### src/rtl/lcm_pair_counter_assert.svh
// Assertion macros for the lcm_pair_counter RTL.
// Included by the modules that carry concurrent checks; no other dependencies.
`ifndef LCM_PAIR_COUNTER_ASSERT_SVH
`define LCM_PAIR_COUNTER_ASSERT_SVH
`ifndef ASSERT_OFF
// same-cycle implication
`define LPC_ASSERT_IMP(lbl, ck, rst_n, ante, cons) \
	lbl: assert property (@(posedge ck) disable iff (!rst_n) (ante) |-> (cons)) \
	else $error("lcm_pair_counter assertion failed");
// next-cycle implication
`define LPC_ASSERT_NXT(lbl, ck, rst_n, ante, cons) \
	lbl: assert property (@(posedge ck) disable iff (!rst_n) (ante) |=> (cons)) \
	else $error("lcm_pair_counter assertion failed");
`else
`define LPC_ASSERT_IMP(lbl, ck, rst_n, ante, cons)
`define LPC_ASSERT_NXT(lbl, ck, rst_n, ante, cons)
`endif
`endif

### src/rtl/lpc_pkg.sv
// Shared constants for the lcm pair counter.
// No dependencies; imported by lpc_div and lcm_pair_counter.
package lpc_pkg;
	// default width of n
	localparam int VALUE_BITS_DEF = 48;
	// result width
	localparam int COUNT_BITS     = 32;
	// running product is kept modulo 2^(COUNT_BITS+1): enough for prod/2 + 1
	localparam int PROD_BITS      = COUNT_BITS + 1;
	// exponent counter, holds up to 127
	localparam int EXP_BITS       = 7;
	// factor (2e+1)
	localparam int FACT_BITS      = EXP_BITS + 1;
endpackage

### src/rtl/lpc_div.sv
// Restoring divider, one quotient bit per cycle, shared by every trial division.
// Depends on lpc_pkg.
module lpc_div import lpc_pkg::*; #(
	parameter int WIDTH = VALUE_BITS_DEF
) (
	input  logic             clk,
	input  logic             arst_n,
	input  logic             start,
	input  logic [WIDTH-1:0] dividend,
	input  logic [WIDTH-1:0] divisor,
	output logic             done,
	output logic [WIDTH-1:0] quot,
	output logic [WIDTH-1:0] rem
);
	localparam int CW = $clog2(WIDTH + 1);

	logic          busy_q;
	logic          done_q;
	logic [CW-1:0] cnt_q;
	logic [WIDTH-1:0] rem_q;
	logic [WIDTH-1:0] quo_q;
	logic [WIDTH-1:0] dsr_q;

	logic [WIDTH:0]   trial;
	logic [WIDTH:0]   diff;
	logic             ge;
	logic [WIDTH-1:0] rem_nx;

	// one restoring step: shift in next dividend bit, subtract if it fits
	always_comb begin
		trial  = {rem_q, quo_q[WIDTH-1]};
		ge     = (trial >= {1'b0, dsr_q});
		diff   = trial - {1'b0, dsr_q};
		rem_nx = ge ? diff[WIDTH-1:0] : trial[WIDTH-1:0];
	end

	// control
	always_ff @(posedge clk or negedge arst_n) begin
		if (!arst_n) begin
			busy_q <= 1'b0;
			done_q <= 1'b0;
			cnt_q  <= '0;
		end else begin
			done_q <= 1'b0;
			if (start) begin
				busy_q <= 1'b1;
				cnt_q  <= CW'(WIDTH);
			end else if (busy_q) begin
				cnt_q <= cnt_q - CW'(1);
				if (cnt_q == CW'(1)) begin
					busy_q <= 1'b0;
					done_q <= 1'b1;
				end
			end
		end
	end

	// datapath
	always_ff @(posedge clk) begin
		if (start) begin
			rem_q <= '0;
			quo_q <= dividend;
			dsr_q <= divisor;
		end else if (busy_q) begin
			rem_q <= rem_nx;
			quo_q <= {quo_q[WIDTH-2:0], ge};
		end
	end

	assign done = done_q;
	assign quot = quo_q;
	assign rem  = rem_q;
endmodule

### src/rtl/lcm_pair_counter.sv
// Top level of the lcm pair counter: sequencer, product register, result port.
// Depends on lpc_pkg, lpc_div and lcm_pair_counter_assert.svh.
//
// Usage: drive n and pulse start while busy is low; the item is taken at that
// edge. busy stays high while n is factored. The result appears on pair_count
// with done high for exactly one cycle; the receiver cannot stall it, so it
// must capture the value in that cycle. busy is low again in the done cycle,
// and a new start may be given there.
// n = 0 answers 0 in the cycle after start without going busy.
// Sequence: the factor 2 is stripped with one division per exponent plus one,
// then each odd candidate d with d*d <= rest costs one division, plus one per
// extra power of d found. Each division passes S_LAUNCH, which starts the
// shared restoring divider, and S_DIV, which waits for its done; a candidate
// that does not divide adds the product update in S_MUL and the bound check
// in S_CHECK. Worst case (a large prime near 2^48) runs about 8.4 million
// candidates.
// Reset (arst_n low) aborts any item in flight and returns to idle.
`include "lcm_pair_counter_assert.svh"
module lcm_pair_counter import lpc_pkg::*; #(
	parameter int VALUE_BITS = VALUE_BITS_DEF
) (
	input  logic                  clk,
	input  logic                  arst_n,
	input  logic                  start,
	output logic                  busy,
	input  logic [VALUE_BITS-1:0] n,
	output logic                  done,
	output logic [COUNT_BITS-1:0] pair_count
);
	localparam int VB = VALUE_BITS;
	localparam int SW = VALUE_BITS + 2;

	typedef enum logic [5:0] {
		S_IDLE   = 6'b000001,
		S_LAUNCH = 6'b000010,
		S_DIV    = 6'b000100,
		S_MUL    = 6'b001000,
		S_CHECK  = 6'b010000,
		S_FIN    = 6'b100000
	} state_t;

	state_t state_q;
	logic   done_q;

	logic [VB-1:0]         rest_q;
	logic [VB-1:0]         d_q;
	logic [SW-1:0]         sq_q;
	logic [EXP_BITS-1:0]   e_q;
	logic [PROD_BITS-1:0]  prod_q;
	logic [COUNT_BITS-1:0] pair_count_q;

	logic          div_start;
	logic          div_done;
	logic [VB-1:0] div_quot;
	logic [VB-1:0] div_rem;

	logic                          accept;
	logic                          is_two;
	logic [FACT_BITS-1:0]          factor;
	logic [PROD_BITS+FACT_BITS-1:0] mul_full;
	logic [PROD_BITS-1:0]          prod_fin;
	logic [COUNT_BITS-1:0]         count_fin;

	assign accept    = start && (state_q == S_IDLE);
	assign div_start = (state_q == S_LAUNCH);
	assign is_two    = (d_q == VB'(2));

	// product update terms
	always_comb begin
		factor   = {e_q, 1'b1};
		mul_full = {{FACT_BITS{1'b0}}, prod_q} * {{PROD_BITS{1'b0}}, factor};
		prod_fin = (rest_q > VB'(1)) ? (prod_q + {prod_q[PROD_BITS-2:0], 1'b0}) : prod_q;
		count_fin = prod_fin[PROD_BITS-1:1] + COUNT_BITS'(1);
	end

	lpc_div #(.WIDTH(VB)) u_div (
		.clk      (clk),
		.arst_n   (arst_n),
		.start    (div_start),
		.dividend (rest_q),
		.divisor  (d_q),
		.done     (div_done),
		.quot     (div_quot),
		.rem      (div_rem)
	);

	// sequencer
	always_ff @(posedge clk or negedge arst_n) begin
		if (!arst_n) begin
			state_q <= S_IDLE;
			done_q  <= 1'b0;
		end else begin
			done_q <= 1'b0;
			case (state_q)
				S_IDLE: begin
					if (accept) begin
						if (n == '0) begin
							done_q <= 1'b1;
						end else begin
							state_q <= S_LAUNCH;
						end
					end
				end
				S_LAUNCH: state_q <= S_DIV;
				S_DIV: begin
					if (div_done) begin
						state_q <= (div_rem == '0) ? S_LAUNCH : S_MUL;
					end
				end
				S_MUL: state_q <= S_CHECK;
				S_CHECK: begin
					state_q <= (sq_q <= {2'b00, rest_q}) ? S_LAUNCH : S_FIN;
				end
				S_FIN: begin
					done_q  <= 1'b1;
					state_q <= S_IDLE;
				end
				default: state_q <= S_IDLE;
			endcase
		end
	end

	// factoring datapath
	always_ff @(posedge clk) begin
		case (state_q)
			S_IDLE: begin
				rest_q <= n;
				d_q    <= VB'(2);
				sq_q   <= SW'(4);
				e_q    <= '0;
				prod_q <= PROD_BITS'(1);
				if (accept) begin
					pair_count_q <= '0;
				end
			end
			S_DIV: begin
				if (div_done && (div_rem == '0)) begin
					rest_q <= div_quot;
					e_q    <= e_q + EXP_BITS'(1);
				end
			end
			S_MUL: begin
				prod_q <= mul_full[PROD_BITS-1:0];
				e_q    <= '0;
				// next candidate: 3 after 2, then odd steps; (d+2)^2 = d^2 + 4d + 4
				if (is_two) begin
					d_q  <= VB'(3);
					sq_q <= SW'(9);
				end else begin
					d_q  <= d_q + VB'(2);
					sq_q <= sq_q + {d_q, 2'b00} + SW'(4);
				end
			end
			S_FIN: pair_count_q <= count_fin;
			default: begin
			end
		endcase
	end

	assign busy       = (state_q != S_IDLE);
	assign done       = done_q;
	assign pair_count = pair_count_q;

	// checks
	`LPC_ASSERT_IMP(a_done_idle, clk, arst_n, done_q, state_q == S_IDLE)
	`LPC_ASSERT_NXT(a_accept_busy_or_done, clk, arst_n, accept, busy || done_q)
	`LPC_ASSERT_NXT(a_strip_updates_rest, clk, arst_n,
		(state_q == S_DIV) && div_done && (div_rem == '0), rest_q == $past(div_quot))
endmodule

### config.mk
export PLATFORM = sky130hd
export DESIGN_NAME = lcm_pair_counter
export DESIGN_NICKNAME = d
export VERILOG_FILES = /design/src/rtl/lpc_pkg.sv /design/src/rtl/lpc_div.sv /design/src/rtl/lcm_pair_counter.sv
export VERILOG_INCLUDE_DIRS = /design/src /design/src/rtl
export SDC_FILE = /design/constraint.sdc
export NUM_CORES = 2
export LEC_CHECK = 0
export BUFFER_PORTS_ARGS = -buffer_cell sky130_fd_sc_hd__buf_2
export CAP_MARGIN = 20
export CORE_UTILIZATION = 25
export DETAILED_ROUTE_END_ITERATION = 8
export PLACE_DENSITY = 0.5
export SYNTH_ARGS = -nofsm -noshare
export SYNTH_HDL_FRONTEND = slang
export SYNTH_HIERARCHICAL = 1
export SYNTH_SLANG_ARGS = --single-unit
### constraint.sdc
create_clock -name clk -period 5.5 [get_ports clk]
set_input_delay 0 -clock clk [delete_from_list [all_inputs] [get_ports clk]]
set_output_delay 0 -clock clk [all_outputs]
set_load 0.01 [all_outputs]
==> flow_summary.toml <==
[critical_path]
r2r_slack_ns = 0.19
cp-end-kind = "flip-flop"
start_kind = "flip-flop"
cpPeakStageDelay_ns = 0.55
crit_type = "flip-flop to flip-flop"
crit_buf_inv = 7
cp.required_ns = 5.93
worst-path-max-fanout = 4
cpLargestDelayFamily = "adder cells"
slowest_stage = "fa_1"
cp.arrival_ns = 5.74
crit_chain = "buf_4, and2_1, fa_1, inv_1, fa_1, inv_1, fa_1, inv_1, fa_1, inv_1, ha_1, a211o_1, a211oi_2, buf_4, o31a_1, o41ai_2, buf_4, a31o_4, a31oi_4, nor2b_1, o21a_1, nor3_2"

[flow_run]
drv_cap = 0

[synthesis]
yosysSeqAreaShare = 0.328
synth_area_um2 = 32700
postSynth.asyncResetShare = 0.0400
ys.flop_type = "edfxtp_1"
ys_seq_elements = 375
netlist_instances = 3589
synth_fp_nets = 4071
yosysWarnings = 6
yosysUniqueCellTypes = 95
avgSynthCellArea_um2 = 9.10
synth_edf_count = 312

[sta]
maxSlewViolCount = 0
finalWorstSetupSlack_ns = 0.189
min_period_over_period = 0.966
final_hold_viol_count = 0
setup_violations = 0
rsz0062_at_grt = "yes"
clock.fmax_mhz = 188
timing.setup.tns_ns = 0
relSlewSlack = 0.314
tightest_slew_ns = 1.03
skew_ns = 0.0671
finalCriticalPeriod_ns = 5.31

[die]
io_pins = 85
die_area_um2 = 132000
initial_core_util = 0.252
num_rows = 132
die_h_um = 363
core_area_um2 = 129000
dieWidth_um = 363

[final_layout]
area_growth_pct = 16.6
drive_above_1_share = 0.106
fill_cells = 13700
nNetsFinal = 4232

[clock_tree]
cts_htree_levels = 2
cts_buffer_depth = 3
clk_pin_slew_worst_paths_ns = 0.06
insertion_delay_ns = 0.64
cts_tree = "built"
numCtsBuffers = 47
root_buffer = "clkbuf_16"
cts_num_sinks = 375

[grt]
grt_first_pass_wirelength_mm = 152
track_usage = 0.146
grt_max_degree = 68
grt_pass1_vias = 25600
grt_overflow = 0
grt_antenna_before_repair = 2

[status]
status = "complete, no violations"

[place]
gpl.final_weighted_congestion = 0.860
dp_slack_ns = -0.105
dp_hpwl_mm = 76.0
numPortBuffers = 84

[detailed_routing]
dr_total_vias = 26500
drtIter0Drc = 1749
vias_per_cell = 4.79
post_drt_wl_per_cell_um = 17.8
ant_nets = 0
drt_pre_antenna_iters = 6
drc = 0
drt_wl_total_mm = 98.7

[worst_hold_path]
hold_class = "input port to flip-flop"
-- worst register-to-register path, cell delays in order (launching register included) --
cell      delay (ns)
edfxtp_1        0.42
buf_4           0.18
and2_1          0.15
fa_1            0.55
inv_1           0.06
fa_1            0.47
inv_1           0.05
fa_1            0.53
inv_1           0.05
fa_1            0.53
inv_1           0.04
ha_1            0.21
a211o_1         0.25
a211oi_2        0.18
buf_4           0.16
o31a_1          0.20
o41ai_2         0.08
buf_4           0.16
a31o_4          0.26
a31oi_4         0.18
nor2b_1         0.09
o21a_1          0.19
nor3_2          0.15
-- synthesized netlist by cell type (all sizes together), types with 66 or more instances --
cell type,instances,area (um^2)
nor2,341,1290
inv,368,1380
and2,127,796
xnor2,109,955
nor3,76,380
fa,165,3300
nand3,72,360
ha,266,3330
edfxtp,312,9370
a21oi,217,1090
nand2,420,1580
o21ai,107,539
a21o,87,653
a211oi,66,513
clkbuf,115,432
xor2,84,736
-- metal layers --
layer / GRT usage / up-vias / wire length (um)
li1: - / 12900 / -
met2: 0.224 / 561 / 42800
met3: 0.0177 / 97 / 4450
met5: 0 / - / 0
met4: 0.0359 / 0 / 2110
met1: 0.216 / 13000 / 49400
-- final timing paths --
check                             start      endpoint  depth (start not counted)
max in group asynchronous        arst_n    state_q[4]                          4
hold / removal                    n[29]    rest_q[29]                          4
setup reg to reg                 e_q[3]    prod_q[28]                         22
hold reg to reg            u_div/rem[3]  u_div/rem[3]                          2
setup / recovery                 e_q[3]    prod_q[28]                         22
min in group asynchronous        arst_n    state_q[0]                          3
-- metrics by stage --
step / hold slack (ns) / utilization / instances / cell area, um^2
floorplan: -0.296 / - / 3589 / 32700
global placement: -0.0720 / 0.273 / 5362 / 35400
detailed placement: -0.0620 / 0.273 / 5362 / 35400
CTS: 0.174 / 0.291 / 5500 / 37700
global route: 0.218 / 0.294 / 5529 / 38100
finish: 0.208 / 0.294 / 5531 / 38100
-- final cells by class --
cell class | count | area, um^2 | area share
diodes | 2 | 5.00 | 0.000131
clock buffers | 56 | 1240 | 0.0326
clock inverters | 30 | 541 | 0.0142
inverters | 369 | 1390 | 0.0364
multi-input cells | 2706 | 20200 | 0.529
flip-flops and latches | 375 | 10700 | 0.281
well taps | 1742 | 2180 | 0.0572
repair buffers | 251 | 1860 | 0.0490
-- logic make-up after synthesis --
kind of cell / share of synthesized area
AO/OA/AOI/OAI: 0.137
buffers and inverters: 0.0597
flip-flops: 0.328
AND/OR/NAND/NOR: 0.196
adder cells (fa/ha/maj): 0.203
XOR/XNOR: 0.0518
multiplexers: 0.0246
-- timing repair --
action	in CTS	in global routing
buffers inserted	0	27
endpoints found under the setup margin	4	13
hold endpoints to repair	66	0
resized for setup	3	39
hold buffers	52	0
gates cloned	0	0
pin swaps	1	28
-- cell usage in the layout, fill, tap and decap left out, types with 18 or more instances in the layout --
master,instances
nor3_1,74
nand4_1,62
a211oi_1,63
o21a_1,18
nor2_1,339
dlygate4sd3_1,52
and2_1,125
edfxtp_1,312
o211ai_1,20
xor2_1,84
nand2_1,415
xnor2_1,109
nor2b_1,25
inv_1,365
a21o_1,87
mux2i_1,24
mux2_2,50
buf_4,99
buf_2,86
or3_1,20
clkbuf_16,47
nand2b_1,31
a21oi_1,211
and3_1,31
ha_1,263
o21bai_1,19
fa_1,162
o21ai_0,101
nand3_1,71
dfxtp_1,48
nor4_1,62
-- registers in the layout (all words and copies together), names as in the netlist, 7 cells and up --
register / count
d_q: 48
e_q: 7
pair_count: 32
prod_q: 32
rest_q: 48
sq_q: 49
u_div/dsr_q: 48
u_div/quot: 48
u_div/rem: 48
Power is not shown: default switching activity piles up to over one toggle a cycle in this logic, so the estimate is an artifact.
